## src/rtl/core/rlss_pkg.sv

```systemverilog
// Shared constants for the random looping shift sequencer.
package rlss_pkg;

    // Default width of the shift register.
    localparam int REG_BITS_DEFAULT = 16;

    // Field widths.
    localparam int MODE_W      = 2;
    localparam int LEN_W       = 5;
    localparam int LEVEL_W     = 12;
    localparam int RND_W       = 4;
    localparam int BYTE_W      = 8;
    localparam int WORD_W      = 16;
    localparam int IN_DATA_W   = 24;
    localparam int OUT_DATA_W  = 32;
    localparam int APB_ADDR_W  = 4;
    localparam int APB_DATA_W  = 32;

    // Register indexes, taken from paddr[3:2].
    localparam logic [1:0] REG_MODE      = 2'd0;
    localparam logic [1:0] REG_LENGTH    = 2'd1;
    localparam logic [1:0] REG_LOW_THR   = 2'd2;
    localparam logic [1:0] REG_HIGH_THR  = 2'd3;

    // Feedback modes.
    localparam logic [MODE_W-1:0] MODE_INVERT = 2'd0;
    localparam logic [MODE_W-1:0] MODE_COIN   = 2'd1;
    localparam logic [MODE_W-1:0] MODE_RARE   = 2'd2;
    localparam logic [MODE_W-1:0] MODE_LOCKED = 2'd3;

    // Register values after reset.
    localparam logic [LEN_W-1:0]          LENGTH_RESET   = 5'd16;
    localparam logic signed [LEVEL_W-1:0] LOW_THR_RESET  = 12'sd0;
    localparam logic signed [LEVEL_W-1:0] HIGH_THR_RESET = 12'sd100;

endpackage

```

## src/rtl/core/random_looping_shift_sequencer_core.sv

```systemverilog
// Random looping shift sequencer: trigger, rotating loop, skid output and APB registers.
//
// Usage:
//   Input stream (s_*): one transfer per clock-input sample. tdata holds the
//   signed clock level, four random bits and the write button.
//   Output stream (m_*): exactly one transfer per input transfer, in order,
//   carrying the gate bit, the advanced flag and the register contents.
//   APB port: mode, loop length and the two trigger thresholds; write only
//   while no transfer is in flight.
// Output and throughput:
//   Results are registered in the output register, or the skid register during a
//   stall. One input transfer is taken every cycle while s_tready is high; the
//   trigger and loop state update in the same cycle that the sample is taken.
// Reset:
//   rst_n clears the shift register, disarms the trigger, empties the output
//   stages and loads the register defaults (locked loop, length 16,
//   thresholds 0 and 100).
// Stall:
//   A two-entry output (output register plus skid register) lets one more
//   input transfer in while the receiver holds tready low; s_tready drops
//   only once both entries are full.
module random_looping_shift_sequencer_core #(
    parameter int REG_BITS = rlss_pkg::REG_BITS_DEFAULT
) (
    input  logic                              clk,
    input  logic                              rst_n,
    // Input stream
    input  logic                              s_tvalid,
    output logic                              s_tready,
    // [11:0] clock_sample, [15:12] random_bits, [16] write_zero, [23:17] zero
    input  logic [rlss_pkg::IN_DATA_W-1:0]    s_tdata,
    // Output stream
    output logic                              m_tvalid,
    input  logic                              m_tready,
    // [0] gate, [1] advanced, [9:2] seq_byte, [25:10] seq_word, [31:26] zero
    output logic [rlss_pkg::OUT_DATA_W-1:0]   m_tdata,
    // Configuration
    input  logic                              psel,
    input  logic                              penable,
    input  logic                              pwrite,
    input  logic [rlss_pkg::APB_ADDR_W-1:0]   paddr,
    input  logic [rlss_pkg::APB_DATA_W-1:0]   pwdata,
    output logic [rlss_pkg::APB_DATA_W-1:0]   prdata,
    output logic                              pready
);

    localparam int LW = $clog2(REG_BITS + 1);
    localparam int WW = (REG_BITS > rlss_pkg::WORD_W) ? REG_BITS : rlss_pkg::WORD_W;
    localparam int RES_W = 2 + rlss_pkg::BYTE_W + rlss_pkg::WORD_W;

    // Configuration registers
    logic [rlss_pkg::MODE_W-1:0]          mode_reg;
    logic [rlss_pkg::LEN_W-1:0]           length_reg;
    logic signed [rlss_pkg::LEVEL_W-1:0]  low_thr_reg;
    logic signed [rlss_pkg::LEVEL_W-1:0]  high_thr_reg;

    // Sequencer state
    logic [REG_BITS-1:0] shift_reg;
    logic [REG_BITS-1:0] shift_next;
    logic                trig_reg;
    logic                trig_next;

    // Output stages
    logic [RES_W-1:0] out_reg;
    logic             out_valid_reg;
    logic [RES_W-1:0] skid_reg;
    logic             skid_valid_reg;

    logic                                 in_xfer;
    logic                                 out_xfer;
    logic                                 cfg_wr;
    logic signed [rlss_pkg::LEVEL_W-1:0]  level;
    logic [rlss_pkg::RND_W-1:0]           rnd;
    logic                                 wr_zero;
    logic                                 rise;
    logic                                 hot;
    logic [LW-1:0]                        len_eff;
    logic [WW-1:0]                        wide;
    logic [RES_W-1:0]                     result;

    assign level   = s_tdata[rlss_pkg::LEVEL_W-1:0];
    assign rnd     = s_tdata[rlss_pkg::LEVEL_W +: rlss_pkg::RND_W];
    assign wr_zero = s_tdata[rlss_pkg::LEVEL_W + rlss_pkg::RND_W];

    assign s_tready = !skid_valid_reg;
    assign in_xfer  = s_tvalid && s_tready;
    assign out_xfer = out_valid_reg && m_tready;
    assign m_tvalid = out_valid_reg;
    assign m_tdata  = rlss_pkg::OUT_DATA_W'(out_reg);

    // Schmitt trigger: re-arm at or below low, fire at or above high.
    always_comb
    begin
        trig_next = trig_reg;
        rise      = 1'b0;
        if (trig_reg)
        begin
            if (level <= low_thr_reg)
                trig_next = 1'b0;
        end
        else if (level >= high_thr_reg)
        begin
            trig_next = 1'b1;
            rise      = 1'b1;
        end
    end

    // Fed-back bit
    always_comb
    begin
        hot = shift_reg[0];
        if (wr_zero)
            hot = 1'b0;
        else
        begin
            case (mode_reg)
                rlss_pkg::MODE_INVERT: hot = !shift_reg[0];
                rlss_pkg::MODE_COIN:   hot = shift_reg[0] ^ rnd[0];
                rlss_pkg::MODE_RARE:   hot = shift_reg[0] ^ (&rnd);
                default:               hot = shift_reg[0];
            endcase
        end
    end

    // Clamp the loop length into 1..REG_BITS.
    always_comb
    begin
        if (length_reg == '0)
            len_eff = LW'(1);
        else if (32'(length_reg) > REG_BITS)
            len_eff = LW'(REG_BITS);
        else
            len_eff = LW'(length_reg);
    end

    // On a trigger rise, rotate the loop bits right by one through the fed-back bit; bits above the loop hold.
    always_comb
    begin
        shift_next = shift_reg;
        if (rise)
        begin
            for (int i = 0; i < REG_BITS; i++)
            begin
                if (i + 1 < 32'(len_eff))
                    shift_next[i] = shift_reg[(i + 1) % REG_BITS];
                else if (i + 1 == 32'(len_eff))
                    shift_next[i] = hot;
            end
        end
    end

    assign wide   = WW'(shift_next);
    assign result = {wide[rlss_pkg::WORD_W-1:0], wide[rlss_pkg::BYTE_W-1:0],
                     rise, shift_reg[0]};

    always_ff @(posedge clk or negedge rst_n)
    begin
        if (!rst_n)
        begin
            shift_reg <= '0;
            trig_reg  <= 1'b0;
        end
        else if (in_xfer)
        begin
            shift_reg <= shift_next;
            trig_reg  <= trig_next;
        end
    end

    // Output register with skid stage behind it.
    always_ff @(posedge clk or negedge rst_n)
    begin
        if (!rst_n)
        begin
            out_valid_reg  <= 1'b0;
            skid_valid_reg <= 1'b0;
        end
        else
        begin
            if (!out_valid_reg || out_xfer)
            begin
                out_valid_reg  <= skid_valid_reg || in_xfer;
                skid_valid_reg <= 1'b0;
            end
            else if (in_xfer)
                skid_valid_reg <= 1'b1;
        end
    end

    always_ff @(posedge clk)
    begin
        if (!out_valid_reg || out_xfer)
            out_reg <= skid_valid_reg ? skid_reg : result;
        else if (in_xfer)
            skid_reg <= result;
    end

    // APB registers
    assign pready = 1'b1;
    assign cfg_wr = psel && penable && pwrite && pready;

    always_ff @(posedge clk or negedge rst_n)
    begin
        if (!rst_n)
        begin
            mode_reg     <= rlss_pkg::MODE_LOCKED;
            length_reg   <= rlss_pkg::LENGTH_RESET;
            low_thr_reg  <= rlss_pkg::LOW_THR_RESET;
            high_thr_reg <= rlss_pkg::HIGH_THR_RESET;
        end
        else if (cfg_wr)
        begin
            unique case (paddr[3:2])
                rlss_pkg::REG_MODE:     mode_reg     <= pwdata[rlss_pkg::MODE_W-1:0];
                rlss_pkg::REG_LENGTH:   length_reg   <= pwdata[rlss_pkg::LEN_W-1:0];
                rlss_pkg::REG_LOW_THR:  low_thr_reg  <= pwdata[rlss_pkg::LEVEL_W-1:0];
                rlss_pkg::REG_HIGH_THR: high_thr_reg <= pwdata[rlss_pkg::LEVEL_W-1:0];
                default: ;
            endcase
        end
    end

    always_comb
    begin
        unique case (paddr[3:2])
            rlss_pkg::REG_MODE:     prdata = rlss_pkg::APB_DATA_W'(mode_reg);
            rlss_pkg::REG_LENGTH:   prdata = rlss_pkg::APB_DATA_W'(length_reg);
            rlss_pkg::REG_LOW_THR:  prdata = rlss_pkg::APB_DATA_W'(low_thr_reg);
            rlss_pkg::REG_HIGH_THR: prdata = rlss_pkg::APB_DATA_W'(high_thr_reg);
            default:                prdata = '0;
        endcase
    end

endmodule
```

## config.mk

```make
export PLATFORM = sky130hd
export DESIGN_NAME = random_looping_shift_sequencer_core
export DESIGN_NICKNAME = d
export VERILOG_FILES = /design/src/rtl/core/rlss_pkg.sv /design/src/rtl/core/random_looping_shift_sequencer_core.sv
export SDC_FILE = /design/constraint.sdc
export NUM_CORES = 1
export LEC_CHECK = 0
export ABC_AREA = 1
export BUFFER_PORTS_ARGS = -buffer_cell sky130_fd_sc_hd__buf_2
export CAP_MARGIN = 5
export CORE_MARGIN = 3
export CORE_UTILIZATION = 55
export CTS_BUF_LIST = sky130_fd_sc_hd__clkbuf_2 sky130_fd_sc_hd__clkbuf_4 sky130_fd_sc_hd__clkbuf_8
export CTS_CLUSTER_SIZE = 30
export DETAILED_ROUTE_END_ITERATION = 12
export PLACE_DENSITY = 0.9
export SKIP_LAST_GASP = 1
export SLEW_MARGIN = 40
export SYNTH_ARGS = -nofsm -noshare
export SYNTH_HDL_FRONTEND = slang
export SYNTH_SLANG_ARGS = --single-unit
```

## constraint.sdc

```tcl
create_clock -name clk -period 2.44 [get_ports clk]
set_input_delay 0.122 -clock clk [delete_from_list [all_inputs] [get_ports clk]]
set_output_delay 0.122 -clock clk [all_outputs]
set_load 0.02 [all_outputs]
```

==> reports/qor.txt <==
========================================================================================================
Status .................................................................................... finished, final reports clean
Number of detailed-route iterations in the first pass .....................................            5
Power per unit of standard cell area ...................................................... 920.0 nW/um^2
Post-layout net count .....................................................................          842
I/O pins ..................................................................................          134
Root buf cell ............................................................................. sky130_fd_sc_hd__clkbuf_8
Sort of element at the end of the critical path ...........................................    flip-flop
Number of instances in the synthesized netlist ............................................          672
Mapped cell area ..........................................................................    5249 um^2
Hold Violations, Final ....................................................................            0
Count of vias placed by the detailed router ...............................................        4,420
Chip height ...............................................................................     103.7 um
Die W .....................................................................................     103.7 um
Worst slew pin tran .......................................................................    0.7198 ns
WP data arrival ...........................................................................      2.36 ns
Worst R2R Start ........................................................................... high_thr_reg[2]
Initial antenna violation count ...........................................................            0
Post-CTS clock slew at the launch and capture registers of the worst setup and hold paths .      0.10 ns
Ys flop type .............................................................................. sky130_fd_sc_hd__dfrtp_1
Leakage power figure ......................................................................     3.099 nW
Share of the clock period used by the worst path ..........................................       91.88%
Simple-gate share of the synthesized area .................................................       26.79%
Clock tree from TritonCTS .................................................................        built
Fraction of layout instances using a drive strength above 1 ...............................       21.25%
Share of the core filled with cells in the final layout ...................................       63.79%
Sequential power share ....................................................................        41.0%
Final number of setup-violating endpoints .................................................            0
Switching power as a share of total power .................................................       42.05%
GRT Resource Usage Total ..................................................................       20.24%
Critical path startpoint category .........................................................    flip-flop
Post-Synth XOR/XNOR Area ..................................................................           0%
Yosys warning count .......................................................................            0
Largest fanout on the critical path .......................................................           17
Mapped Avg Cell Area ......................................................................   7.811 um^2
Die ar. ...................................................................................  10,750 um^2
Worst hold margin .........................................................................   0.03111 ns
Most used standard cell by instance count after synthesis ................................. sky130_fd_sc_hd__nand2_1
DRT antenna net count .....................................................................            0
Fin cells .................................................................................          882
Total core area ...........................................................................    9240 um^2
Worst clock skew on the final layout ......................................................   0.01518 ns
Adder-cell area share of the yosys netlist ................................................       6.436%
Number of remaining DRC errors ............................................................            0
Number of synthesized register bits .......................................................           86
Area share of the largest cell type after synthesis .......................................       20.98%
Wire length after detailed routing ........................................................    10,790 um
Worst IR drop on VDD ......................................................................    0.4275 mV
CTS HTree Levels ..........................................................................            3
Largest net degree at the start of global routing .........................................           51
Depth of the worst register-to-register path ..............................................           16
Unrepaired setup endpoints after global routing ...........................................           no
First-pass GRT wire length ................................................................    18,000 um
Origin of the worst min-delay path ........................................................    pwdata[9]
Number of clock buffers inserted by TritonCTS .............................................            9
CTS Buffer Depth ..........................................................................            2
Total global routing overflow .............................................................            0
Count of final max-slew check failures ....................................................            0
Initial DRC Count .........................................................................          213
Fraction of registers with async set or reset after synthesis .............................       58.14%
Mean routed wirelength per cell ...........................................................     12.23 um
Net Switching .............................................................................     2.280 mW
Largest cells by area after synthesis ..................................................... sky130_fd_sc_hd__dfrtp_1 21%, sky130_fd_sc_hd__edfxtp_1 21%, sky130_fd_sc_hd__nand2_1 18%
Number of sinks driven by the clock tree ..................................................           86
Int Power .................................................................................     3.143 mW
Combinational family with the most area after synthesis ................................... simple AND/OR/NAND/NOR gates
Cell depth of the worst hold path .........................................................            3
Hold EP ................................................................................... high_thr_reg[9]
Cell count after placement ................................................................          861
Clock Latency Late Sink ...................................................................      0.36 ns
Starting utilization of the core area .....................................................       56.80%
Worst reg2reg setup slack .................................................................      0.20 ns
Compound-gate portion of the synthesized area .............................................       8.725%
Final Worst Setup Slack ...................................................................    0.1981 ns
Leading cell types by count after synthesis ............................................... 255 x sky130_fd_sc_hd__nand2_1, 79 x sky130_fd_sc_hd__inv_1, 51 x sky130_fd_sc_hd__o21ai_0
Vias per std cell .........................................................................        5.011
Data required time at the worst endpoint ..................................................      2.55 ns
Total non-filler cell area in the finished layout .........................................    5894 um^2
Worst hold path type ...................................................................... input port to flip-flop
Multiplexer share of the synthesized area .................................................           0%
EDFF count, synth .........................................................................           36
Setup slack after placement ...............................................................    0.1146 ns
RR Endpoint ...............................................................................  out_reg[12]
Global placement routability congestion ...................................................       0.9467
Setup tns final ...........................................................................         0 ns
Overall power after layout ................................................................     5.423 mW
Number of global-route vias before repair .................................................        4,017
Clock share of power ......................................................................        18.3%
Number of violations of the max-capacitance limit .........................................            0
Minimum clock period after layout .........................................................     2.242 ns
HPWL after detailed placement .............................................................      8080 um
Std cell rows .............................................................................           35
Number of diodes ..........................................................................            0
Worst Setup Path Type ..................................................................... flip-flop to flip-flop
Signed area change from the synthesized netlist to the final layout .......................       12.30%
Count of distinct cell types in the synthesized netlist ...................................           38
Cell accounting for the most synthesized area ............................................. sky130_fd_sc_hd__dfrtp_1
PortBufs ..................................................................................           97
Timing-limited maximum frequency ..........................................................   0.4461 GHz
Placement-stage cell area .................................................................    5622 um^2
Relative slew slack .......................................................................       51.90%
Power share of the combinational group ....................................................        40.7%
Part of the Yosys area used for sequential elements .......................................       44.58%
========================================================================================================
[cell families (layout without fill, tap and decap cells)]
| kind of cell | after synthesis | count (layout) |
|---|---|---|
| AND/OR/NAND/NOR | 338 | 338 |
| other | 2 | 7 |
| flip-flops | 86 | 86 |
| adder cells (fa/ha/maj) | 27 | 27 |
| buffers and inverters | 136 | 212 |
| AO/OA/AOI/OAI | 83 | 83 |
[repair_timing]
| action | CTS | global route |
|---|---|---|
| gates resized for setup | 0 | 4 |
| hold buffers | 4 | 0 |
| hold endpoints to repair | 53 | 0 |
| endpoints found under the setup margin | 0 | 19 |
| buffers inserted | 0 | 1 |
[worst max path at each step]
| stage | startpoint | to | slack [ns] |
|---|---|---|---|
| 2_1_floorplan | m_tvalid | skid_reg[0] | 0.26 |
| 3_3_place_gp | high_thr_reg[6] | skid_reg[13] | 0.17 |
| 3_5_place_dp | high_thr_reg[6] | skid_reg[13] | 0.11 |
| 4_1_cts | high_thr_reg[6] | skid_reg[13] | 0.07 |
| 5_1_grt | high_thr_reg[6] | out_reg[11] | 0.01 |
| 6_report | high_thr_reg[2] | out_reg[12] | 0.20 |
[routing by layer]
metal | routed length [um] | global-route usage [%] | up-vias
met5 | 0 | 0 | -
met4 | 221 | 8.737 | 0
met3 | 675 | 4.050 | 21
met2 | 5175 | 34.11 | 159
met1 | 4713 | 25.40 | 2002
li1 | - | - | 2238
[worst max-delay path: stages (launching register included)]
cell and delay (ns):
sky130_fd_sc_hd__dfstp_2 0.54, sky130_fd_sc_hd__inv_1 0.05, sky130_fd_sc_hd__ha_1 0.26, sky130_fd_sc_hd__nand2_1 0.10, sky130_fd_sc_hd__inv_1 0.05, sky130_fd_sc_hd__nand2_1 0.07, sky130_fd_sc_hd__nand2_1 0.05, sky130_fd_sc_hd__nand2_1 0.07
sky130_fd_sc_hd__nand3_1 0.07, sky130_fd_sc_hd__nand2_1 0.07, sky130_fd_sc_hd__nand3_2 0.12, sky130_fd_sc_hd__nand2_8 0.15, sky130_fd_sc_hd__inv_4 0.10, sky130_fd_sc_hd__nand2_1 0.09, sky130_fd_sc_hd__nand2_1 0.08, sky130_fd_sc_hd__nand2_1 0.06
sky130_fd_sc_hd__nand2_1 0.05
[area by class of cell]
type,instances,area [um^2]
Clock buffer,9,123.9
Clock inverter,7,73.82
Fill cell,787,3346
Inverter,83,314.1
Multi-Input combinational cell,455,2237
Sequential cell,86,2340
Tap cell,129,161.4
Timing Repair Buffer,113,644.4
[cell usage in the layout (no fill, tap or decap), types with 15 or more instances in the layout]
master                     count
sky130_fd_sc_hd__dfrtp_1      44
sky130_fd_sc_hd__edfxtp_1     36
sky130_fd_sc_hd__nand2_1     255
sky130_fd_sc_hd__nor2_1       31
sky130_fd_sc_hd__nand2_2      15
sky130_fd_sc_hd__o21ai_0      51
sky130_fd_sc_hd__nand3_1      16
sky130_fd_sc_hd__inv_1        79
sky130_fd_sc_hd__a21oi_1      15
sky130_fd_sc_hd__buf_2        97
sky130_fd_sc_hd__ha_1         27
[power groups by stage]
stage	Combinational (mW)	Sequential (mW)	Clock (mW)
global placement	2.07	2.23	0
finish	2.21	2.22	0.991
detailed placement	2.13	2.25	0
floorplan	1.64	2.30	0
CTS	2.15	2.22	1.02
global route	2.49	2.28	1.07
No activity file was read; power rests on OpenSTA's default activity.
